==> src/hw/rtl/ids_pkg.sv <==
// shared types, constants and the fnv-1a byte step for the image difference statistics block
// no dependencies; used by every module under hw/rtl
`default_nettype none

package ids_pkg;

	localparam int PIXEL_COUNT_BITS = 24;
	localparam int COUNT_W = 25;
	localparam logic [COUNT_W-1:0] COUNT_MAX = COUNT_W'(1) << PIXEL_COUNT_BITS;

	localparam int SSE_W = 42;
	localparam logic [SSE_W-1:0] SSE_MAX = {SSE_W{1'b1}};
	localparam int PIX_SSE_W = 18;

	localparam logic [63:0] FNV_BASIS = 64'hcbf29ce484222325;

	localparam int QUEUE_DEPTH = 2;
	localparam int QPTR_W = $clog2(QUEUE_DEPTH);

	localparam int ADDR_W = 4;
	localparam logic [1:0] REG_TOLERANCE = 2'd0;
	localparam logic [1:0] REG_FRACTION = 2'd1;
	localparam logic [1:0] REG_RMSE = 2'd2;

	typedef struct packed {
		logic [31:0] actual_pixel;
		logic [31:0] baseline_pixel;
		logic        last_pixel;
	} pix_t;

	typedef struct packed {
		logic               passed;
		logic [COUNT_W-1:0] changed_count;
		logic [COUNT_W-1:0] total_count;
		logic [7:0]         largest_delta;
		logic [SSE_W-1:0]   squared_error_sum;
		logic [63:0]        actual_digest;
		logic [63:0]        baseline_digest;
	} res_t;

	typedef struct packed {
		logic [7:0]  tolerance;
		logic [16:0] fraction;
		logic [15:0] rmse;
	} cfg_t;

	// classified pixel pair as it waits in the queue
	typedef struct packed {
		logic [31:0]          actual;
		logic [31:0]          baseline;
		logic                 last;
		logic                 changed;
		logic [7:0]           pix_max;
		logic [PIX_SSE_W-1:0] pix_sse;
	} cls_t;

	// image totals handed from the accumulator to the result unit
	typedef struct packed {
		logic [COUNT_W-1:0] changed_count;
		logic [COUNT_W-1:0] total_count;
		logic [7:0]         largest_delta;
		logic [SSE_W-1:0]   sse;
		logic [63:0]        actual_digest;
		logic [63:0]        baseline_digest;
	} snap_t;

	// one fnv-1a step; prime is 2^40 + 0x1b3, 0x1b3 = bits 8,7,5,4,1,0
	function automatic logic [63:0] fnv_step(input logic [63:0] h, input logic [7:0] b);
		logic [63:0] x;
		x = h ^ {56'd0, b};
		return x + (x << 40) + (x << 8) + (x << 7) + (x << 5) + (x << 4) + (x << 1);
	endfunction

	function automatic logic [COUNT_W-1:0] sat_inc(input logic [COUNT_W-1:0] v);
		return (v >= COUNT_MAX) ? COUNT_MAX : v + COUNT_W'(1);
	endfunction

endpackage

`default_nettype wire

==> src/hw/rtl/ids_front.sv <==
// front end: accepts pixel pairs and classifies them (channel deltas, change flag, squares)
// depends on ids_pkg
`default_nettype none

module ids_front (
	input  wire ids_pkg::pix_t pix,
	input  wire                pix_valid,
	output logic               pix_stall,
	input  wire [7:0]          tolerance,
	input  wire                q_full,
	output logic               push,
	output ids_pkg::cls_t      entry
);

	logic [7:0]                    a_ch [4];
	logic [7:0]                    b_ch [4];
	logic [7:0]                    d_ch [4];
	logic [15:0]                   sq_ch [4];
	logic [ids_pkg::PIX_SSE_W-1:0] sse_sum;
	logic [7:0]                    max_d;
	logic                          chg;

	always_comb begin
		sse_sum = '0;
		max_d = '0;
		chg = 1'b0;
		for (int c = 0; c < 4; c++) begin
			a_ch[c] = pix.actual_pixel[8*c +: 8];
			b_ch[c] = pix.baseline_pixel[8*c +: 8];
			d_ch[c] = (a_ch[c] >= b_ch[c]) ? a_ch[c] - b_ch[c] : b_ch[c] - a_ch[c];
			sq_ch[c] = {8'd0, d_ch[c]} * {8'd0, d_ch[c]};
			sse_sum = sse_sum + ids_pkg::PIX_SSE_W'(sq_ch[c]);
			if (d_ch[c] > max_d) begin
				max_d = d_ch[c];
			end
			if (d_ch[c] > tolerance) begin
				chg = 1'b1;
			end
		end
	end

	assign pix_stall = q_full;
	assign push = pix_valid && !q_full;

	always_comb begin
		entry.actual = pix.actual_pixel;
		entry.baseline = pix.baseline_pixel;
		entry.last = pix.last_pixel;
		entry.changed = chg;
		entry.pix_max = max_d;
		entry.pix_sse = sse_sum;
	end

endmodule

`default_nettype wire

==> config.mk <==
export PLATFORM = sky130hd
export DESIGN_NAME = ids_front
export DESIGN_NICKNAME = d
export VERILOG_FILES = /design/src/hw/rtl/ids_pkg.sv /design/src/hw/rtl/ids_front.sv
export SDC_FILE = /design/constraint.sdc
export NUM_CORES = 1
export LEC_CHECK = 0
export CAP_MARGIN = 40
export CORE_MARGIN = 2
export CORE_UTILIZATION = 25
export DETAILED_ROUTE_END_ITERATION = 6
export DONT_BUFFER_PORTS = 1
export PLACE_DENSITY = 0.36
export SYNTH_ARGS = -nofsm -noshare
export SYNTH_HDL_FRONTEND = slang
export SYNTH_SLANG_ARGS = --single-unit
==> constraint.sdc <==
create_clock -name vclk -period 24.7
set_clock_uncertainty 0.15 [all_clocks]
set_input_delay 3.705 -clock vclk [all_inputs]
set_output_delay 3.705 -clock vclk [all_outputs]
set_load 0.01 [all_outputs]
==> reports/qor.csv <==
stage,metric,value,unit
grt,grt_max_degree,15,
die,initial_utilization,25.29,%
route,drt-vias-per-instance,4.328,
route,drt_iter0_drc,319,
die,coreArea,0.04646,mm^2
die,ios,169,
yosys,synthesis.area_per_instance,8.615,um^2
timing,worst_slew_pin_slew,0.8746,ns
die,die_area,0.04875,mm^2
grt,grt_overflow,0,
timing,min_period_over_period,67.41,%
worst_setup_path,path_max_fanout,8,
finish,num-nets-final,1784,
finish,area_growth_syn_to_layout,2.715,%
placed_design,place_inst,1907,
run,drv_cap,0,
finish,layout.filler_cells,5104,
worst_setup_path,critical-path-slowest-cell,xnor2_1,
route,first_pass_iters,4,
grt,number_of_global_route_vias_before_repair,9412,
finish,final_cell_count_no_fill,1907,
grt,antenna_found_initial,0,
timing,totalNegativeSetupSlack,0,ns
timing,fin_crit,16.65,ns
yosys,net_count_after_synthesis,1846,
worst_hold_path,hold_path.class,input pin to primary output,
yosys,synth.yosys.warnings,0,
die,die_height,220.8,um
yosys,ys_seq_area_share,0,%
finish,utilization,25.98,%
yosys,synth_cell_types,66,
grt,grtUsageTotal,14.00,%
worst_hold_path,hp-start,pix[10],
finish,proportion_of_layout_cells_with_a_drive_suffix_above_1,5.231,%
worst_setup_path,cp.required,20.85,ns
route,vias,8253,
route,route.final.wire_length,33.14,mm
timing,headroom_to_the_max_slew_limit,41.69,%
finish,nClkBuffers,0,
worst_setup_path,arrival,12.79,ns
die,floorplan.rows,79,
route,drt_drc_violations_left,0,
die,floorplan.die.width,220.8,um
status,status,finished clean,
finish,antenna-diode-count,0,
worst_setup_path,timing_startpoint_of_the_critical_path,pix[57],
worst_setup_path,crit_path_frequent_cell,fa_1,
finish,ff_latch_area,0,um^2
worst_setup_path,worstSetupPathType,input pin to primary output,
yosys,yosys.area.top_type_share,32.54,%
grt,grt_pass1_wl,53.97,mm
worst_setup_path,worstSetupEndpointType,primary output,
placed_design,placed_area,0.01207,mm^2
yosys,synth_area_leader_cell,fa_1,
timing,timing.final.max_slew_violations,0,
timing,setup-violations-final,0,
placed_design,port_buffers,0,
cts,holdBufCountCts,0,
placed_design,gp_congestion,0.7790,
finish,fin_area,0.01207,mm^2
timing,timing_hold_violations_final,0,
route,detail-route-antenna-nets,0,
cts,post_cts_resize_count,0,
yosys,synthesis.instances,1364,
yosys,largest_cells_by_area_after_synthesis,"fa_1 (33%), ha_1 (23%), inv_1 (12%)",
worst_setup_path,critical_path.startpoint_type,input pin,
timing,rsz_0062_raised_after_global_routing,no,
route,drt-wirelength-per-cell,17.38,um
worst_setup_path,critical-path-max-stage-delay,0.56,ns
cts,post_cts_setup_repair_bufs,0,
timing,fmax,60.06,MHz
yosys,netlist_area,0.01175,mm^2
placed_design,hpwlAfterDp,29.77,mm
finish,numSequentialCells,0,
layer usage:
metal	part of all wire, %	GRT usage [%]
met3	3.1	1.333
met1	47	19.33
met4	1.2	1.234
met5	0	0
met2	48	24.48
layout by cell type (no fill, tap or decap), types with 3 or more instances in the layout:
cell type	netlist	final
nor2b_1	13	13
xor2_1	12	12
o21bai_1	4	4
nor3_1	10	10
and3_1	14	14
or2_2	3	3
nand3b_1	3	3
ha_1	216	216
a21oi_1	43	43
inv_2	4	4
or3_1	3	3
a31oi_1	13	13
a21o_1	24	24
inv_1	361	361
mux2_4	3	3
o21a_1	7	7
o31ai_1	4	4
and2_1	9	9
a211o_1	3	3
mux2_2	11	11
nand3_1	14	14
xnor2_1	22	21
mux2i_1	28	28
nand2_1	66	66
buf_4	68	15
o21ai_0	38	38
xnor2_2	6	7
nand4_1	15	15
nand2b_1	13	13
nor2_1	85	85
fa_1	191	191
a21oi_2	4	4
worst paths after layout:
kind	end	slack, ns	cells after the start
worst max-delay path	entry[17]	8.05	32
worst min-delay path	entry[37]	7.26	0
area by class of cell:
| cell class | count | area (um^2) | share of cell area (%) |
|---|---|---|---|
| Multi-Input combinational cell | 916 | 9798 | 81.18 |
| Inverter | 367 | 1378 | 11.41 |
| Tap cell | 607 | 759.5 | 6.292 |
| Timing Repair Buffer | 17 | 135.1 | 1.120 |
synth_stat cells (3+ instances only):
cell      number
inv_2          4
nand3b_1       3
mux2i_1       28
nand2_1       66
o21a_1         7
inv_1        361
mux2_4         3
a21oi_2        4
or3_1          3
or2_2          3
buf_2          7
o31ai_1        4
nor2_1        85
nor2b_1       13
nor3_1        10
o21bai_1       4
o21ai_0       38
a21oi_1       43
mux2_2        11
and2_1         9
a21o_1        24
fa_1         191
nand3_1       14
xor2_1        12
xnor2_1       22
nand2b_1      13
ha_1         216
a211o_1        3
clkbuf_1       4
a31oi_1       13
nand4_1       15
buf_4         68
xnor2_2        6
and3_1        14
cell families after synthesis:
kind of cell	count (synthesis)	share of synthesized area [%]
multiplexers	44	4.131
adder cells (fa/ha/maj)	407	55.54
AND/OR/NAND/NOR	254	10.26
buffers and inverters	448	16.68
XOR/XNOR	42	3.737
AO/OA/AOI/OAI	169	9.647
stage by stage:
step           hold slack, ns  setup WS [ns]
6_report                7.260          8.051
5_1_grt                 7.260          7.425
4_1_cts                 7.260          7.974
3_5_place_dp            7.260          7.995
3_3_place_gp            7.260          8.148
2_1_floorplan           7.306          8.942
critical path, delay by kind of cell:
family,cells,cell delay (ns)
compound gates,10,2.33
xor+xnor,2,0.84
fa+ha+maj,11,4.80
buf+inv,7,0.68
mux,1,0.17
simple gates,1,0.26
Power is left out: the tool's default activity adds up to more than one toggle a clock period on the data nets, which glitch-free logic cannot reach.
