**config.mk**
```make
export PLATFORM = sky130hd
export DESIGN_NAME = ids_fifo
export DESIGN_NICKNAME = d
export VERILOG_FILES = /design/src/hw/rtl/ids_pkg.sv /design/src/hw/rtl/ids_fifo.sv
export SDC_FILE = /design/constraint.sdc
export NUM_CORES = 1
export LEC_CHECK = 0
export BUFFER_PORTS_ARGS = -buffer_cell sky130_fd_sc_hd__buf_2
export CAP_MARGIN = 20
export CORE_MARGIN = 5
export CORE_UTILIZATION = 45
export DETAILED_ROUTE_END_ITERATION = 6
export PLACE_DENSITY = 0.7
export SYNTH_ARGS = -nofsm -noshare
export SYNTH_HDL_FRONTEND = slang
export SYNTH_SLANG_ARGS = --single-unit
```
**constraint.sdc**
```tcl
create_clock -name clk -period 6.1 [get_ports clk]
set_clock_uncertainty 0.1 [all_clocks]
set_input_delay 1.22 -clock clk [delete_from_list [all_inputs] [get_ports clk]]
set_output_delay 1.22 -clock clk [all_outputs]
set_load 0.01 [all_outputs]
```
**src/hw/rtl/ids_pkg.sv**
```systemverilog
// shared types, constants and the fnv-1a byte step for the image difference statistics block
// no dependencies; used by every module under hw/rtl
`default_nettype none

package ids_pkg;

	localparam int PIXEL_COUNT_BITS = 24;
	localparam int COUNT_W = 25;
	localparam logic [COUNT_W-1:0] COUNT_MAX = COUNT_W'(1) << PIXEL_COUNT_BITS;

	localparam int SSE_W = 42;
	localparam logic [SSE_W-1:0] SSE_MAX = {SSE_W{1'b1}};
	localparam int PIX_SSE_W = 18;

	localparam logic [63:0] FNV_BASIS = 64'hcbf29ce484222325;

	localparam int QUEUE_DEPTH = 2;
	localparam int QPTR_W = $clog2(QUEUE_DEPTH);

	localparam int ADDR_W = 4;
	localparam logic [1:0] REG_TOLERANCE = 2'd0;
	localparam logic [1:0] REG_FRACTION = 2'd1;
	localparam logic [1:0] REG_RMSE = 2'd2;

	typedef struct packed {
		logic [31:0] actual_pixel;
		logic [31:0] baseline_pixel;
		logic        last_pixel;
	} pix_t;

	typedef struct packed {
		logic               passed;
		logic [COUNT_W-1:0] changed_count;
		logic [COUNT_W-1:0] total_count;
		logic [7:0]         largest_delta;
		logic [SSE_W-1:0]   squared_error_sum;
		logic [63:0]        actual_digest;
		logic [63:0]        baseline_digest;
	} res_t;

	typedef struct packed {
		logic [7:0]  tolerance;
		logic [16:0] fraction;
		logic [15:0] rmse;
	} cfg_t;

	// classified pixel pair as it waits in the queue
	typedef struct packed {
		logic [31:0]          actual;
		logic [31:0]          baseline;
		logic                 last;
		logic                 changed;
		logic [7:0]           pix_max;
		logic [PIX_SSE_W-1:0] pix_sse;
	} cls_t;

	// image totals handed from the accumulator to the result unit
	typedef struct packed {
		logic [COUNT_W-1:0] changed_count;
		logic [COUNT_W-1:0] total_count;
		logic [7:0]         largest_delta;
		logic [SSE_W-1:0]   sse;
		logic [63:0]        actual_digest;
		logic [63:0]        baseline_digest;
	} snap_t;

	// one fnv-1a step; prime is 2^40 + 0x1b3, 0x1b3 = bits 8,7,5,4,1,0
	function automatic logic [63:0] fnv_step(input logic [63:0] h, input logic [7:0] b);
		logic [63:0] x;
		x = h ^ {56'd0, b};
		return x + (x << 40) + (x << 8) + (x << 7) + (x << 5) + (x << 4) + (x << 1);
	endfunction

	function automatic logic [COUNT_W-1:0] sat_inc(input logic [COUNT_W-1:0] v);
		return (v >= COUNT_MAX) ? COUNT_MAX : v + COUNT_W'(1);
	endfunction

endpackage

`default_nettype wire

```
**src/hw/rtl/ids_fifo.sv**
```systemverilog
// short queue of classified pixel pairs between front end and accumulator
// depends on ids_pkg
`default_nettype none

module ids_fifo (
	input  wire                clk,
	input  wire                arst_n,
	input  wire                push,
	input  wire ids_pkg::cls_t push_entry,
	output logic               full,
	input  wire                pop,
	output logic               empty,
	output ids_pkg::cls_t      head
);

	ids_pkg::cls_t                slot_q [ids_pkg::QUEUE_DEPTH];
	logic [ids_pkg::QPTR_W-1:0]   wr_ptr_q;
	logic [ids_pkg::QPTR_W-1:0]   rd_ptr_q;
	logic [ids_pkg::QPTR_W:0]     cnt_q;
	logic                         do_push;
	logic                         do_pop;

	assign full = (cnt_q == (ids_pkg::QPTR_W + 1)'(ids_pkg::QUEUE_DEPTH));
	assign empty = (cnt_q == '0);
	assign do_push = push && !full;
	assign do_pop = pop && !empty;
	assign head = slot_q[rd_ptr_q];

	always_ff @(posedge clk) begin
		if (do_push) begin
			slot_q[wr_ptr_q] <= push_entry;
		end
	end

	always_ff @(posedge clk or negedge arst_n) begin
		if (!arst_n) begin
			wr_ptr_q <= '0;
			rd_ptr_q <= '0;
			cnt_q <= '0;
		end else begin
			if (do_push) begin
				wr_ptr_q <= wr_ptr_q + ids_pkg::QPTR_W'(1);
			end
			if (do_pop) begin
				rd_ptr_q <= rd_ptr_q + ids_pkg::QPTR_W'(1);
			end
			if (do_push && !do_pop) begin
				cnt_q <= cnt_q + (ids_pkg::QPTR_W + 1)'(1);
			end else if (do_pop && !do_push) begin
				cnt_q <= cnt_q - (ids_pkg::QPTR_W + 1)'(1);
			end
		end
	end

endmodule

`default_nettype wire

```
==> qor.txt <==
Result of the run - finished, final reports clean
Pwr per Cell Area - 483.1 mW/mm²
Final hold vios - 0
Worst-path cell chain - buf_4 -> mux2_4 -> buf_2
Final slew viol count - 0
Fraction of layout cells with a size suffix above 1 - 61.23%
Area growth, synth to finish - 25.14%
Number of clock buffers inserted by TritonCTS - 17
Die width - 135.8 µm
Count of inserted antenna diode cells - 0
Final-report setup violation count - 0
Placed Cells incl. Taps - 704
Global-route wire length before repair - 19510 µm
Power consumption - 4.302 mW
Post-synthesis instance area - 0.007117 mm²
Final cell area excluding filler cells - 0.008906 mm²
Synth area leaders - edfxtp_1 (78%), mux2_4 (15%), mux2_2 (3.5%)
Clock slew at reported path FFs - 0.06 ns
Hold-fix buffers at CTS - 0
Sequential share of the synthesized area - 79.04%
Proportion of netlist area held by the largest area contributor - 77.64%
Commonest register cell after synthesis - edfxtp_1
GP Congestion - 0.7514
Overall track demand over capacity in global routing - 14.11%
Cell at the root of the clock tree - clkbuf_16
Period utilisation layout - 57.48%
Via density per instance - 4.658
Required time reported for the critical path endpoint - 4.78 ns
Number of buffers inserted to repair setup after CTS - 0
Count of buffering cells on the critical path with inverters included - 2
Placement Cell Area - 0.008283 mm²
Critical Path Start - rd_ptr_q
Clock tree from TritonCTS - yes
Register bit total from synthesis - 188
RSZ-0062 raised after global routing - no
Worst voltage drop across the vdd grid - 0.0002589 V
Slew of the pin with the lowest slew margin - 0.6440 ns
Syn Area/Cell - 23.33 µm²
Count of boundary I/O pins - 190
Maximum number of pins on one net before global-route repair - 67
Total Nets Final - 605
Top cell type by total area after synthesis - edfxtp_1
Post-route ant nets - 0
Overall die height - 135.8 µm
Synthesized netlist cell count - 305
CP Max Fanout - 28
Max cap viols - 0
CP max-delay cell - dfrtp_4
Drt drc - 0
Capturing element type of the critical path - primary output
Core Region - 0.01571 mm²
Critical path's top delay family - flip-flops
CTS Buffer Depth - 2
Max H-tree Level - 4
Min-Delay Path Class - flop to flop
Max Freq - 285.2 MHz
Synth async-reset ratio - 2.128%
Synth cell count leaders - edfxtp_1 (184), mux2_4 (70), mux2_2 (22)
Site Rows - 46
Number of clock sinks - 188
Reg2Reg Launch Point - cnt_q[0]
Tightest slew margin relative to the limit - 57.07%
Most frequently used cell type in the post-synthesis netlist - edfxtp_1
Floorplan die area - 0.01843 mm²
Post-CTS resize count - 0
Post-layout minimum cycle time - 3.506 ns
Number of vias after detailed routing - 3433
Effective utilization at floorplan - 45.29%
Insertion delay of the later-clocked pin in the worst-skew pair - 0.42 ns
Via count of the first global-routing pass - 3738
Min-Delay Startpoint - cnt_q[1]
Critical path's largest stage delay - 0.75 ns
Number of warnings reported in the yosys synthesis log - 0
Standby leakage power - 3.534 nW
Average wire per cell in the routed design - 17.41 µm
Pre-antenna DRT Iters - 4
Post-route setup TNS - 0 ns
EDFF count, synth - 184
Remaining global-route overflow - 0
Quantity of I/O buffers inserted on ports - 189
Critical Setup Path Class - flop to primary output
Number of antenna violations at the first check in global routing - 2
Final cell count without fillers - 737
Crit path launch type - flop
Arrival time of the worst setup path - 2.19 ns
Distinct cell type count after synthesis - 16
Detailed placement HPWL - 8857 µm
Syn_nets - 402
Final Routed Wirelength - 12830 µm
Number of violations reported at the end of detailed-routing iteration 0 - 161
==> path summary, 6_finish.rpt <==
| check | to | slack [ns] | cells past startpoint |
|---|---|---|---|
| max | head[41] | 2.59 | 3 |
| min | cnt_q[1] | 0.44 | 1 |
| max reg2reg | slot_q[1][55] | 3.69 | 3 |
| min reg2reg | cnt_q[1] | 0.44 | 1 |
| max in group asynchronous | rd_ptr_q | 5.27 | 1 |
| min in group asynchronous | cnt_q[1] | 0.49 | 1 |
==> final cells by class <==
class                   count  area (µm²)
inverters                   2       7.507
multi-input cells         105        1400
clock inverters            15       170.2
clock buffers              17       425.4
fillers                  1247        6807
flip-flops and latches    188        5629
repair buffers            194        1003
well taps                 216       270.3
==> state kept, by name, summed over array words and instances, names as in the netlist <==
| signal | cells |
|---|---|
| slot_q | 184 |
| wr_ptr_q | 1 |
| cnt_q | 2 |
| rd_ptr_q | 1 |
==> cells in the final DEF (no fill, tap or decap) <==
| master | Yosys | final |
|---|---|---|
| clkinv_4 | 0 | 2 |
| nor2_1 | 3 | 2 |
| clkinv_2 | 0 | 3 |
| ha_1 | 1 | 1 |
| nand2_1 | 1 | 1 |
| xor2_1 | 2 | 2 |
| dfrtp_4 | 0 | 1 |
| inv_6 | 0 | 2 |
| xnor2_1 | 3 | 3 |
| o21ai_0 | 1 | 1 |
| mux2_4 | 70 | 70 |
| bufinv_16 | 0 | 3 |
| buf_16 | 0 | 1 |
| edfxtp_1 | 184 | 184 |
| buf_2 | 2 | 189 |
| clkinvlp_4 | 0 | 3 |
| nand2b_1 | 1 | 1 |
| clkinv_1 | 0 | 2 |
| clkbuf_16 | 0 | 17 |
| mux2_2 | 22 | 22 |
| and3_4 | 0 | 1 |
| dfrtp_1 | 4 | 3 |
| inv_1 | 2 | 2 |
| buf_4 | 1 | 4 |
| nor2_4 | 0 | 1 |
==> power breakdown <==
part	internal, mW	leakage, nW	switching, mW
registers	1.77	1.75	0.128
logic	0.673	1.49	0.631
clock network	0.643	0.284	0.457
==> metrics by stage <==
step / hold WS [ns] / setup slack (ns) / util, %
5_1_grt: 0.4556 / 2.483 / 56.68
4_1_cts: 0.4445 / 2.009 / 56.51
3_5_place_dp: 0.4335 / 2.480 / 52.72
2_1_floorplan: 0.3608 / 0.3159 / -
3_3_place_gp: 0.4002 / 2.538 / 52.72
6_report: 0.4403 / 2.594 / 56.68
==> layer usage <==
metal / vias up / global-route usage, % / wire length [µm]
met4: 4 / 5.823 / 249
met1: 1659 / 16.95 / 5223
met3: 24 / 5.906 / 1150
li1: 1615 / - / -
met2: 131 / 22.57 / 6190
met5: - / 0 / 21
==> cell families (layout without fill, tap and decap cells) <==
family	after synthesis	count (layout)	synth area share, %
flops	188	188	79.04
simple gates	6	6	0.3868
mux	92	92	18.25
buf+inv	12	228	1.459
xor+xnor	5	5	0.6154
fa+ha+maj	1	1	0.1758
compound gates	1	1	0.07026
No activity file was read; power rests on OpenSTA's default activity.
