[config.mk]
export PLATFORM = sky130hd
export DESIGN_NAME = ids_final
export DESIGN_NICKNAME = d
export VERILOG_FILES = /design/src/hw/rtl/ids_pkg.sv /design/src/hw/rtl/ids_final.sv
export SDC_FILE = /design/constraint.sdc
export NUM_CORES = 2
export LEC_CHECK = 0
export BUFFER_PORTS_ARGS = -buffer_cell sky130_fd_sc_hd__buf_4
export CAP_MARGIN = 0
export CORE_MARGIN = 5
export CORE_UTILIZATION = 55
export DETAILED_ROUTE_END_ITERATION = 16
export PLACE_DENSITY = 0.82
export SETUP_SLACK_MARGIN = 0.1
export SYNTH_ARGS = -nofsm -noshare
export SYNTH_HDL_FRONTEND = slang
export SYNTH_SLANG_ARGS = --single-unit
[constraint.sdc]
create_clock -name clk -period 31.3 [get_ports clk]
set_input_delay 3.13 -clock clk [delete_from_list [all_inputs] [get_ports clk]]
set_output_delay 3.13 -clock clk [all_outputs]
set_load 0.01 [all_outputs]
[src/hw/rtl/ids_pkg.sv]
// shared types, constants and the fnv-1a byte step for the image difference statistics block
// no dependencies; used by every module under hw/rtl
`default_nettype none

package ids_pkg;

	localparam int PIXEL_COUNT_BITS = 24;
	localparam int COUNT_W = 25;
	localparam logic [COUNT_W-1:0] COUNT_MAX = COUNT_W'(1) << PIXEL_COUNT_BITS;

	localparam int SSE_W = 42;
	localparam logic [SSE_W-1:0] SSE_MAX = {SSE_W{1'b1}};
	localparam int PIX_SSE_W = 18;

	localparam logic [63:0] FNV_BASIS = 64'hcbf29ce484222325;

	localparam int QUEUE_DEPTH = 2;
	localparam int QPTR_W = $clog2(QUEUE_DEPTH);

	localparam int ADDR_W = 4;
	localparam logic [1:0] REG_TOLERANCE = 2'd0;
	localparam logic [1:0] REG_FRACTION = 2'd1;
	localparam logic [1:0] REG_RMSE = 2'd2;

	typedef struct packed {
		logic [31:0] actual_pixel;
		logic [31:0] baseline_pixel;
		logic        last_pixel;
	} pix_t;

	typedef struct packed {
		logic               passed;
		logic [COUNT_W-1:0] changed_count;
		logic [COUNT_W-1:0] total_count;
		logic [7:0]         largest_delta;
		logic [SSE_W-1:0]   squared_error_sum;
		logic [63:0]        actual_digest;
		logic [63:0]        baseline_digest;
	} res_t;

	typedef struct packed {
		logic [7:0]  tolerance;
		logic [16:0] fraction;
		logic [15:0] rmse;
	} cfg_t;

	// classified pixel pair as it waits in the queue
	typedef struct packed {
		logic [31:0]          actual;
		logic [31:0]          baseline;
		logic                 last;
		logic                 changed;
		logic [7:0]           pix_max;
		logic [PIX_SSE_W-1:0] pix_sse;
	} cls_t;

	// image totals handed from the accumulator to the result unit
	typedef struct packed {
		logic [COUNT_W-1:0] changed_count;
		logic [COUNT_W-1:0] total_count;
		logic [7:0]         largest_delta;
		logic [SSE_W-1:0]   sse;
		logic [63:0]        actual_digest;
		logic [63:0]        baseline_digest;
	} snap_t;

	// one fnv-1a step; prime is 2^40 + 0x1b3, 0x1b3 = bits 8,7,5,4,1,0
	function automatic logic [63:0] fnv_step(input logic [63:0] h, input logic [7:0] b);
		logic [63:0] x;
		x = h ^ {56'd0, b};
		return x + (x << 40) + (x << 8) + (x << 7) + (x << 5) + (x << 4) + (x << 1);
	endfunction

	function automatic logic [COUNT_W-1:0] sat_inc(input logic [COUNT_W-1:0] v);
		return (v >= COUNT_MAX) ? COUNT_MAX : v + COUNT_W'(1);
	endfunction

endpackage

`default_nettype wire

[src/hw/rtl/ids_final.sv]
// result unit: exact integer limit checks on image totals and the result register
// depends on ids_pkg; fed by ids_back
`default_nettype none

module ids_final (
	input  wire                 clk,
	input  wire                 arst_n,
	input  wire ids_pkg::cfg_t  cfg,
	input  wire                 snap_valid,
	input  wire ids_pkg::snap_t snap,
	output logic                fin_ready,
	output logic                res_valid,
	output ids_pkg::res_t       res,
	input  wire                 res_stall
);

	typedef enum logic [3:0] {
		FIN_IDLE = 4'b0001,
		FIN_MUL  = 4'b0010,
		FIN_PROD = 4'b0100,
		FIN_CMP  = 4'b1000
	} fin_state_t;

	fin_state_t                  state_q;
	ids_pkg::snap_t              snap_q;
	logic [31:0]                 rsq_s1;
	logic [41:0]                 fprod_s1;
	logic [58:0]                 rhs_s2;
	ids_pkg::res_t               res_q;
	logic                        res_valid_q;

	logic                        out_free;
	logic [26:0]                 n4;
	logic                        frac_ok;
	logic                        rmse_ok;

	assign fin_ready = (state_q == FIN_IDLE);
	assign out_free = !res_valid_q || !res_stall;
	assign n4 = {snap_q.total_count, 2'b00};
	assign frac_ok = {1'b0, snap_q.changed_count, 16'd0} <= fprod_s1;
	assign rmse_ok = {1'b0, snap_q.sse, 16'd0} <= rhs_s2;
	assign res_valid = res_valid_q;
	assign res = res_q;

	always_ff @(posedge clk) begin
		if (snap_valid && fin_ready) begin
			snap_q <= snap;
		end
		if (state_q == FIN_MUL) begin
			rsq_s1 <= 32'(cfg.rmse) * 32'(cfg.rmse);
			fprod_s1 <= 42'(cfg.fraction) * 42'(snap_q.total_count);
		end
		if (state_q == FIN_PROD) begin
			rhs_s2 <= 59'(rsq_s1) * 59'(n4);
		end
		if (state_q == FIN_CMP && out_free) begin
			res_q.passed <= frac_ok && rmse_ok;
			res_q.changed_count <= snap_q.changed_count;
			res_q.total_count <= snap_q.total_count;
			res_q.largest_delta <= snap_q.largest_delta;
			res_q.squared_error_sum <= snap_q.sse;
			res_q.actual_digest <= snap_q.actual_digest;
			res_q.baseline_digest <= snap_q.baseline_digest;
		end
	end

	always_ff @(posedge clk or negedge arst_n) begin
		if (!arst_n) begin
			state_q <= FIN_IDLE;
			res_valid_q <= 1'b0;
		end else begin
			case (state_q)
				FIN_IDLE: begin
					if (snap_valid) begin
						state_q <= FIN_MUL;
					end
				end
				FIN_MUL: begin
					state_q <= FIN_PROD;
				end
				FIN_PROD: begin
					state_q <= FIN_CMP;
				end
				FIN_CMP: begin
					if (out_free) begin
						state_q <= FIN_IDLE;
					end
				end
				default: begin
					state_q <= FIN_IDLE;
				end
			endcase
			if (state_q == FIN_CMP && out_free) begin
				res_valid_q <= 1'b1;
			end else if (!res_stall) begin
				res_valid_q <= 1'b0;
			end
		end
	end

`ifndef NO_ASSERTIONS
	a_result_loaded: assert property (@(posedge clk) disable iff (!arst_n)
		(state_q == FIN_CMP && out_free) |=> (res_valid && state_q == FIN_IDLE))
		else $error("result not loaded after compare");
`endif

endmodule

`default_nettype wire

==> flow_summary.yaml <==
setup_path:
  cpPeakStageDelay_ps: 570
  worstPathArrival_ps: 9460
  cpMostUsedCell: "fa_1"
  cp_top_family: "adder cells"
  slowest_stage: "fa_1"
  cp-start-kind: "input pin"
  cp.required_ps: 31740
  crit_buf_inv: 4
  endpoint_kind: "flip-flop"
  critPathKind: "in2reg"
  path_cells: "buf_4, nand2_1, fa_1, inv_1, fa_1, inv_1, fa_1, fa_1, inv_1, fa_1, fa_1, ha_1, a2111oi_0, a21bo_2, nand4_1, o21a_1, o21ai_1, a311oi_2, o21ai_0, xor2_1"
  crit_fanout: 25
cts:
  cts_buffers: 66
  clk_path_buf_depth: 3
  cts_root_buf: "clkbuf_16"
  post_cts_buffers: 0
  ctsHoldBuffers: 0
  cts_resized: 0
  cts_sinks: 592
  clk-insertion-delay-late_ps: 700
  cts_tree: "yes"
  htree_num_levels: 3
  clkTransAtPathRegs_ps: 60
yosys:
  synth_area_leaders: "fa_1 (36%), edfxtp_1 (27%), ha_1 (9.1%), inv_1 (8.2%), and2_1 (5.7%)"
  ys_types: 80
  async_reset_ff_share_pct: 0.845
  synth-edff-count: 587
  synth_top_area_share_pct: 35.9
  syn_avg_cell_area_um2: 10.7
  ys.flop_type: "edfxtp_1"
  synth.cell_area_mm2: 0.0660
  synth_top_area_cell: "fa_1"
  syn_inst: 6162
  ys_seq_elements: 592
  yosysWarnings: 0
  ys_seq_area_share_pct: 26.9
floorplan:
  ios: 504
  die_h_um: 356
  fp.dieW_um: 356
  num_rows: 127
  dieArea_mm2: 0.127
  start_util_pct: 55.2
  core-area_mm2: 0.119
grt:
  grt_max_degree: 75
  grt_pass1_wl_mm: 264
  grt_pass1_vias: 49222
  gr-total-overflow: 0
  grt_antenna_before_repair: 4
  track_usage_pct: 26.7
cells_and_area:
  layout.nets: 8452
  multi_input_area_mm2: 0.0419
  final_area_mm2: 0.0734
  syn2layout_area_growth_pct: 11.2
  fillers: 9156
  regArea_mm2: 0.0178
  drive_gt1_share_pct: 10.4
  finish.utilization_pct: 61.4
detailed_routing:
  drtIter0Drc: 3603
  drt-total-wl_mm: 167
  via_per_inst: 5.50
  drc: 0
  route.vias.total: 45015
  drtAntennaViolNets: 0
  routedWlPerCell_um: 20.4
  first_pass_iters: 6
worst_hold_path:
  min_path_type: "reg2reg"
placed_design:
  gp_congestion: 0.914
  io_buffers: 495
  place_hpwl_mm: 121
  place_area_mm2: 0.0712
sta:
  setup_tns_ps: 0
  report.final.hold_viol_count: 0
  fin_worst_skew_ps: 52.9
  slew_headroom_pct: 5.02
  rsz0062_at_grt: "no"
  maxSlewViolCount: 0
  worst_slew_pin_slew_ps: 1420
  timing.fmax_ghz: 0.111
  final.min_clock_period_ps: 9030
  fin_crit_sh_pct: 28.8
  setup_viol_count_final: 0
job:
  drv_cap: 0
status:
  status: "finished clean"
[layout by cell type (no fill, tap or decap), types with 48 or more instances in the layout]
cell	instances
a21o_1	106
and2_1	605
a21oi_1	137
xor2_1	48
xnor2_1	78
fa_1	1182
buf_4	548
edfxtp_1	587
ha_1	478
nor2_1	88
clkbuf_16	66
o21ai_0	58
inv_1	1435
nand2_1	769
[synthesized netlist by cell type (all sizes together), types with 3 or more instances]
master     n
ha       478
nand3     31
a221oi     3
o21bai    20
nand2    769
o31ai      6
a211oi    12
or3        3
or4        3
dfrtp      4
clkbuf   265
a311oi     3
nor2b     19
a21o     106
fa      1182
o22ai      5
o311ai     3
a31oi     24
a211o      3
or2        4
a21oi    142
nand4     33
edfxtp   587
a21boi     5
nor4      13
o211ai     6
o21ai     63
xor2      48
a31o       3
nand4b     3
nand2b    13
xnor2     78
and3      16
nor2      88
and4       6
o41ai      3
nor4b      4
nor3      18
buf        3
inv     1435
a221o      6
nand3b     3
and2     608
o21a      15
[path summary, 6_finish.rpt]
path	start	to	slack (ps)	depth (start not counted)
max	cfg[18]	fprod_s1[39]	22270	20
min	snap_q[52]	res[52]	410	0
max reg2reg	n4[23]	rhs_s2[58]	23120	21
min reg2reg	snap_q[52]	res[52]	410	0
max in group asynchronous	arst_n	state_q[0]	28870	1
min in group asynchronous	arst_n	state_q[1]	2240	1
[flip-flops by register name, indices dropped and copies added (netlist names)]
name       flops
fprod_s1      42
res          229
n4            25
snap_q       203
rhs_s2        57
res_valid      1
rsq_s1        31
state_q        4
[worst register-to-register path, delay by kind of cell (launching register included)]
kind / cells / cell delay [ps]
fa+ha+maj: 8 / 3940
compound gates: 6 / 1670
flops: 1 / 1090
buf+inv: 4 / 750
simple gates: 2 / 250
mux: 1 / 240
[logic make-up (layout without fill, tap and decap cells)]
logic type / Yosys count / after routing / synth area share (%)
buffers and inverters: 1703 / 2103 / 9.69
adder cells (fa/ha/maj): 1660 / 1660 / 44.9
AND/OR/NAND/NOR: 1635 / 1635 / 12.2
flip-flops: 592 / 592 / 26.9
AO/OA/AOI/OAI: 442 / 442 / 4.50
XOR/XNOR: 126 / 126 / 1.67
other: 2 / 17 / 0.0114
multiplexers: 2 / 2 / 0.0322
[layer usage]
metal	vias up	part of all wire [%]	wire (um)	GRT usage, %
met5	-	0.0078	13	0
met2	2420	48	80500	44.7
met1	22569	36	60200	33.0
li1	19451	-	-	-
met4	2	4.4	7400	10.9
met3	573	11	18600	7.35
[metrics by stage]
step	setup WS [ps]	cells	hold slack [ps]
after detailed placement	21670	8063	405
after floorplan	16280	6171	400
after CTS	22420	8183	416
after global routing	22040	8184	424
final	22270	8189	413
after global placement	21730	8063	400
[layout make-up]
class | instances | area share (%)
Antenna cell | 6 | 0.0205
Clock buffer | 76 | 2.30
Clock inverter | 44 | 0.684
Inverter | 1435 | 7.34
Multi-Input combinational cell | 3876 | 57.1
Sequential cell | 592 | 24.2
Tap cell | 1612 | 2.75
Timing Repair Buffer | 548 | 5.61
Power is not shown: default switching activity piles up to over one toggle a cycle in this logic, so the estimate is an artifact.
