[src/hw/rtl/ids_pkg.sv]
// shared types, constants and the fnv-1a byte step for the image difference statistics block
// no dependencies; used by every module under hw/rtl
`default_nettype none

package ids_pkg;

	localparam int PIXEL_COUNT_BITS = 24;
	localparam int COUNT_W = 25;
	localparam logic [COUNT_W-1:0] COUNT_MAX = COUNT_W'(1) << PIXEL_COUNT_BITS;

	localparam int SSE_W = 42;
	localparam logic [SSE_W-1:0] SSE_MAX = {SSE_W{1'b1}};
	localparam int PIX_SSE_W = 18;

	localparam logic [63:0] FNV_BASIS = 64'hcbf29ce484222325;

	localparam int QUEUE_DEPTH = 2;
	localparam int QPTR_W = $clog2(QUEUE_DEPTH);

	localparam int ADDR_W = 4;
	localparam logic [1:0] REG_TOLERANCE = 2'd0;
	localparam logic [1:0] REG_FRACTION = 2'd1;
	localparam logic [1:0] REG_RMSE = 2'd2;

	typedef struct packed {
		logic [31:0] actual_pixel;
		logic [31:0] baseline_pixel;
		logic        last_pixel;
	} pix_t;

	typedef struct packed {
		logic               passed;
		logic [COUNT_W-1:0] changed_count;
		logic [COUNT_W-1:0] total_count;
		logic [7:0]         largest_delta;
		logic [SSE_W-1:0]   squared_error_sum;
		logic [63:0]        actual_digest;
		logic [63:0]        baseline_digest;
	} res_t;

	typedef struct packed {
		logic [7:0]  tolerance;
		logic [16:0] fraction;
		logic [15:0] rmse;
	} cfg_t;

	// classified pixel pair as it waits in the queue
	typedef struct packed {
		logic [31:0]          actual;
		logic [31:0]          baseline;
		logic                 last;
		logic                 changed;
		logic [7:0]           pix_max;
		logic [PIX_SSE_W-1:0] pix_sse;
	} cls_t;

	// image totals handed from the accumulator to the result unit
	typedef struct packed {
		logic [COUNT_W-1:0] changed_count;
		logic [COUNT_W-1:0] total_count;
		logic [7:0]         largest_delta;
		logic [SSE_W-1:0]   sse;
		logic [63:0]        actual_digest;
		logic [63:0]        baseline_digest;
	} snap_t;

	// one fnv-1a step; prime is 2^40 + 0x1b3, 0x1b3 = bits 8,7,5,4,1,0
	function automatic logic [63:0] fnv_step(input logic [63:0] h, input logic [7:0] b);
		logic [63:0] x;
		x = h ^ {56'd0, b};
		return x + (x << 40) + (x << 8) + (x << 7) + (x << 5) + (x << 4) + (x << 1);
	endfunction

	function automatic logic [COUNT_W-1:0] sat_inc(input logic [COUNT_W-1:0] v);
		return (v >= COUNT_MAX) ? COUNT_MAX : v + COUNT_W'(1);
	endfunction

endpackage

`default_nettype wire

[src/hw/rtl/ids_back.sv]
// back end: accumulates counts, largest delta and squared error, hashes one byte per cycle
// unless a final pixel waits on ids_final; depends on ids_pkg, takes from ids_fifo, feeds ids_final
`default_nettype none

module ids_back (
	input  wire                 clk,
	input  wire                 arst_n,
	input  wire                 q_empty,
	input  wire ids_pkg::cls_t  q_head,
	output logic                q_pop,
	output logic                snap_valid,
	output ids_pkg::snap_t      snap,
	input  wire                 fin_ready
);

	ids_pkg::cls_t                  cur_q;
	logic                           cur_valid_q;
	logic [1:0]                     byte_q;
	logic [63:0]                    act_hash_q;
	logic [63:0]                    base_hash_q;
	logic [ids_pkg::COUNT_W-1:0]    changed_acc_q;
	logic [ids_pkg::COUNT_W-1:0]    pixel_acc_q;
	logic [7:0]                     max_delta_q;
	logic [ids_pkg::SSE_W-1:0]      sse_acc_q;

	logic                           step;
	logic                           done;
	logic                           load;
	logic [63:0]                    act_hash_nx;
	logic [63:0]                    base_hash_nx;
	logic [ids_pkg::SSE_W:0]        sse_sum;

	assign snap_valid = cur_valid_q && (byte_q == 2'd3) && cur_q.last;
	// the last byte of a final pixel waits until the result unit can take the totals
	assign step = cur_valid_q && !(snap_valid && !fin_ready);
	assign done = step && (byte_q == 2'd3);
	assign load = (!cur_valid_q || done) && !q_empty;
	assign q_pop = load;

	assign act_hash_nx = ids_pkg::fnv_step(act_hash_q, cur_q.actual[{byte_q, 3'b000} +: 8]);
	assign base_hash_nx = ids_pkg::fnv_step(base_hash_q, cur_q.baseline[{byte_q, 3'b000} +: 8]);
	assign sse_sum = {1'b0, sse_acc_q} + (ids_pkg::SSE_W + 1)'(cur_q.pix_sse);

	always_comb begin
		snap.changed_count = changed_acc_q;
		snap.total_count = pixel_acc_q;
		snap.largest_delta = max_delta_q;
		snap.sse = sse_acc_q;
		snap.actual_digest = act_hash_nx;
		snap.baseline_digest = base_hash_nx;
	end

	always_ff @(posedge clk) begin
		if (load) begin
			cur_q <= q_head;
		end
	end

	always_ff @(posedge clk or negedge arst_n) begin
		if (!arst_n) begin
			cur_valid_q <= 1'b0;
			byte_q <= '0;
			act_hash_q <= ids_pkg::FNV_BASIS;
			base_hash_q <= ids_pkg::FNV_BASIS;
			changed_acc_q <= '0;
			pixel_acc_q <= '0;
			max_delta_q <= '0;
			sse_acc_q <= '0;
		end else begin
			if (load) begin
				cur_valid_q <= 1'b1;
			end else if (done) begin
				cur_valid_q <= 1'b0;
			end
			if (step) begin
				byte_q <= byte_q + 2'd1;
				act_hash_q <= act_hash_nx;
				base_hash_q <= base_hash_nx;
				if (byte_q == 2'd0) begin
					pixel_acc_q <= ids_pkg::sat_inc(pixel_acc_q);
					if (cur_q.changed) begin
						changed_acc_q <= ids_pkg::sat_inc(changed_acc_q);
					end
					if (cur_q.pix_max > max_delta_q) begin
						max_delta_q <= cur_q.pix_max;
					end
					sse_acc_q <= (sse_sum > {1'b0, ids_pkg::SSE_MAX}) ? ids_pkg::SSE_MAX
						: sse_sum[ids_pkg::SSE_W-1:0];
				end
				// totals leave with the final pixel, then a new image starts
				if (done && cur_q.last) begin
					act_hash_q <= ids_pkg::FNV_BASIS;
					base_hash_q <= ids_pkg::FNV_BASIS;
					changed_acc_q <= '0;
					pixel_acc_q <= '0;
					max_delta_q <= '0;
					sse_acc_q <= '0;
				end
			end
		end
	end

`ifndef NO_ASSERTIONS
	a_pop_nonempty: assert property (@(posedge clk) disable iff (!arst_n)
		q_pop |-> !q_empty)
		else $error("pop from empty queue");

	a_clear_after_image: assert property (@(posedge clk) disable iff (!arst_n)
		(snap_valid && fin_ready) |=> (pixel_acc_q == '0 && sse_acc_q == '0
			&& act_hash_q == ids_pkg::FNV_BASIS))
		else $error("accumulators not cleared after image");

	a_count_order: assert property (@(posedge clk) disable iff (!arst_n)
		(changed_acc_q <= pixel_acc_q) && (pixel_acc_q <= ids_pkg::COUNT_MAX))
		else $error("pixel counters out of order");
`endif

endmodule

`default_nettype wire

[config.mk]
export PLATFORM = sky130hd
export DESIGN_NAME = ids_back
export DESIGN_NICKNAME = d
export VERILOG_FILES = /design/src/hw/rtl/ids_pkg.sv /design/src/hw/rtl/ids_back.sv
export SDC_FILE = /design/constraint.sdc
export NUM_CORES = 2
export LEC_CHECK = 0
export CAP_MARGIN = 10
export CELL_PAD_IN_SITES_DETAIL_PLACEMENT = 1
export CELL_PAD_IN_SITES_GLOBAL_PLACEMENT = 2
export CORE_UTILIZATION = 43
export DETAILED_ROUTE_END_ITERATION = 16
export DONT_BUFFER_PORTS = 1
export GPL_TIMING_DRIVEN = 0
export PLACE_DENSITY_LB_ADDON = 0.3
export REMOVE_ABC_BUFFERS = 1
export SYNTH_ARGS = -nofsm -noshare
export SYNTH_HDL_FRONTEND = slang
export SYNTH_SLANG_ARGS = --single-unit
[constraint.sdc]
create_clock -name clk -period 8.54 [get_ports clk]
set_input_delay 1.281 -clock clk [delete_from_list [all_inputs] [get_ports clk]]
set_output_delay 1.281 -clock clk [all_outputs]
set_load 0.01 [all_outputs]
==> results.py <==
metrics = {
    "status": {
        "status": "complete, no violations",
    },
    "clock_network": {
        "cts_buffers": 44,
        "cts.sinks": 323,
        "clockBufferDepth": 3,
        "cts_tree": "yes",
        "worstSkewPairLatency_ns": 0.61,
        "cts-htree-levels": 2,
        "cts.clk_slew.worst_paths_ns": 0.06,
        "root_buffer": "clkbuf_16",
    },
    "critical_path": {
        "cp_cell_sequence": "buf_12 > buf_4 > mux4_2 > xor2_4 > inv_1 > fa_1 > inv_1 > fa_1 > fa_1 > ha_1 > ha_1 > a2111oi_2 > o21ai_1 > and4_1 > o31a_1 > o22a_1 > nand4_1 > o21ai_2 > a31oi_1 > xnor2_2",
        "worstPathMaxFanout": 6,
        "cp.required_ns": 7.26,
        "crit_path_frequent_cell": "fa_1",
        "slowest_stage": "fa_1",
        "worst-r2r-setup-slack_ns": 1.78,
        "end_kind": "output pin",
        "critPathKind": "reg2out",
        "critical_path.top_delay_family": "adder cells",
        "cpPeakStageDelay_ns": 0.55,
        "cp_num_buf_inv": 4,
        "worstPathArrival_ns": 7.05,
        "worstSetupStartpointType": "register",
    },
    "timing": {
        "finalSetupViolCount": 0,
        "drv_slew": 0,
        "skew_ns": 0.0528,
        "max-slew-margin-rel": 0.247,
        "tightest_slew_ns": 1.13,
        "post-route-period-util": 0.975,
        "hold_viol": 0,
        "setup_tns_ns": 0,
        "rsz0062_at_grt": "yes",
        "layout_min_cycle_time_ns": 8.33,
        "fmax_ghz": 0.120,
    },
    "floorplanning": {
        "io-pin-count": 326,
        "die_h_um": 283,
        "die_w_um": 283,
        "die-area_mm2": 0.0802,
        "core_region_area_mm2": 0.0778,
        "num_rows": 102,
        "start_util": 0.437,
    },
    "drt": {
        "post_drt_via_cell_ratio": 5.58,
        "num_vias": 24700,
        "drt_iter0_markers": 1290,
        "ant_nets": 0,
        "dr.pass1.iters": 5,
        "wl_per_cell_um": 23.8,
        "drt_wl_total_mm": 105,
        "drc": 0,
    },
    "grt": {
        "grt_max_degree": 232,
        "track_usage": 0.269,
        "antenna_found_initial": 3,
        "grt_pass1_vias": 28000,
        "grt_overflow": 0,
        "grt_pass1_wl_mm": 167,
    },
    "yosys": {
        "synth_cell_types": 83,
        "netlist_top_cells_area": "fa_1 29%, dfrtp_1 13%, ha_1 9.3%, edfxtp_1 8.1%, inv_1 6.7%",
        "yosysTopAreaCell": "fa_1",
        "synth_edf_count": 92,
        "yosys_warnings": 0,
        "async_flop_share": 0.715,
        "synth_top_cell_area_share": 0.290,
        "synth.most_common_cell": "inv_1",
        "yosysSeqAreaShare": 0.253,
        "avgSynthCellArea_um2": 10.2,
        "synthesis.area_mm2": 0.0340,
        "ys_ff_latch": 323,
        "ys.flop_type": "dfrtp_1",
        "ys_top_cells_by_count": "606 x inv_1, 492 x fa_1, 252 x ha_1, 225 x nand2_1, 224 x a21oi_1",
        "syn_inst": 3345,
    },
    "placement": {
        "gp_congestion": 0.908,
        "dp_hpwl_mm": 83.9,
        "port_buffers": 0,
    },
    "worst_hold_path": {
        "hold_path.class": "in2async",
    },
    "flow_run": {
        "max_cap_violations": 0,
    },
    "final_layout": {
        "syn_to_final_growth_pct": 10.5,
        "drive_above_1_share": 0.0807,
        "nets": 4188,
    },
}
## metal layers
layer,vias up,global-route usage,routed length [um]
li1,11100,-,-
met1,13000,0.350,45200
met2,489,0.454,51900
met3,116,0.0643,6320
met4,4,0.0553,1900
met5,-,0,32
## metrics by stage
| stage | area, um2 | setup slack [ns] | std cells | util | hold WS, ns |
|---|---|---|---|---|---|
| after floorplan | 33600 | -0.704 | 3262 | - | 0.466 |
| after global placement | 34900 | -6.69 | 4302 | 0.449 | 0.480 |
| after detailed placement | 35200 | -0.995 | 4315 | 0.453 | 0.498 |
| after CTS | 37300 | -0.0811 | 4410 | 0.480 | 0.347 |
| after global routing | 37600 | -0.0454 | 4421 | 0.483 | 0.359 |
| final | 37600 | 0.209 | 4422 | 0.483 | 0.395 |
## state kept, by name, summed over array words and instances, names as in the netlist
name	cells
byte_q	2
sse_acc_q	42
base_hash_q	64
changed_acc_q	25
act_hash_q	64
cur_valid_q	1
pixel_acc_q	25
max_delta_q	8
cur_q	92
## cell usage in the layout, fill, tap and decap left out, types with 60 or more instances in the layout
cell      synthesis  routed
fa_1            492     491
a21oi_1         224     221
xor2_1           72      60
xnor2_1         125     107
dfrtp_1         175     173
ha_1            252     252
o21ai_0         180     173
a21o_1           84      84
nand2_1         225     221
edfxtp_1         92      92
nor2_1          168     167
inv_1           606     605
## timing repair
action / 4_1_cts / 5_1_grt
pin swaps: 6 / 7
endpoints found under the setup margin: 92 / 33
setup buffers: 16 / 11
hold buffers: 0 / 0
resized for setup: 58 / 29
## worst reg2reg max path, delay by kind of cell, from the launching register on
kind | cells | cell delay, ns
buffers and inverters | 6 | 0.81
and+or+nand+nor | 1 | 0.24
DFF | 1 | 0.53
muxes | 1 | 0.51
AOI/OAI and AO/OA | 8 | 2.16
xor gates and xnor gates | 2 | 0.43
adders and majority gates | 5 | 1.96
## worst paths after layout
path / from / endpoint / depth (start not counted)
min reg2reg: act_hash_q[41] / act_hash_q[41] / 1
max: byte_q[0] / snap[52] / 20
min in group clk: act_hash_q[41] / act_hash_q[41] / 1
max reg2reg: byte_q[0] / act_hash_q[48] / 23
max in group asynchronous: arst_n / base_hash_q[35] / 0
min: arst_n / pixel_acc_q[19] / 0
## cell type report
cell class | instances | area, um2
diodes | 1 | 2.50
clock buffers | 56 | 1160
clock inverters | 23 | 355
fillers | 8531 | 40300
inverters | 606 | 2280
multi-input cells | 2333 | 23400
flip-flops and latches | 323 | 8620
well taps | 1040 | 1300
repair buffers | 40 | 504
## kinds of logic (layout without fill, tap and decap cells)
family,after synthesis,after routing,synth area share
flops,323,323,0.253
other cells,0,1,0
mux,25,25,0.0132
compound gates,743,743,0.137
fa+ha+maj,744,744,0.382
xor+xnor,197,197,0.0507
simple gates,624,624,0.0853
buf+inv,689,725,0.0777
Power is not shown: default switching activity piles up to over one toggle a cycle in this logic, so the estimate is an artifact.
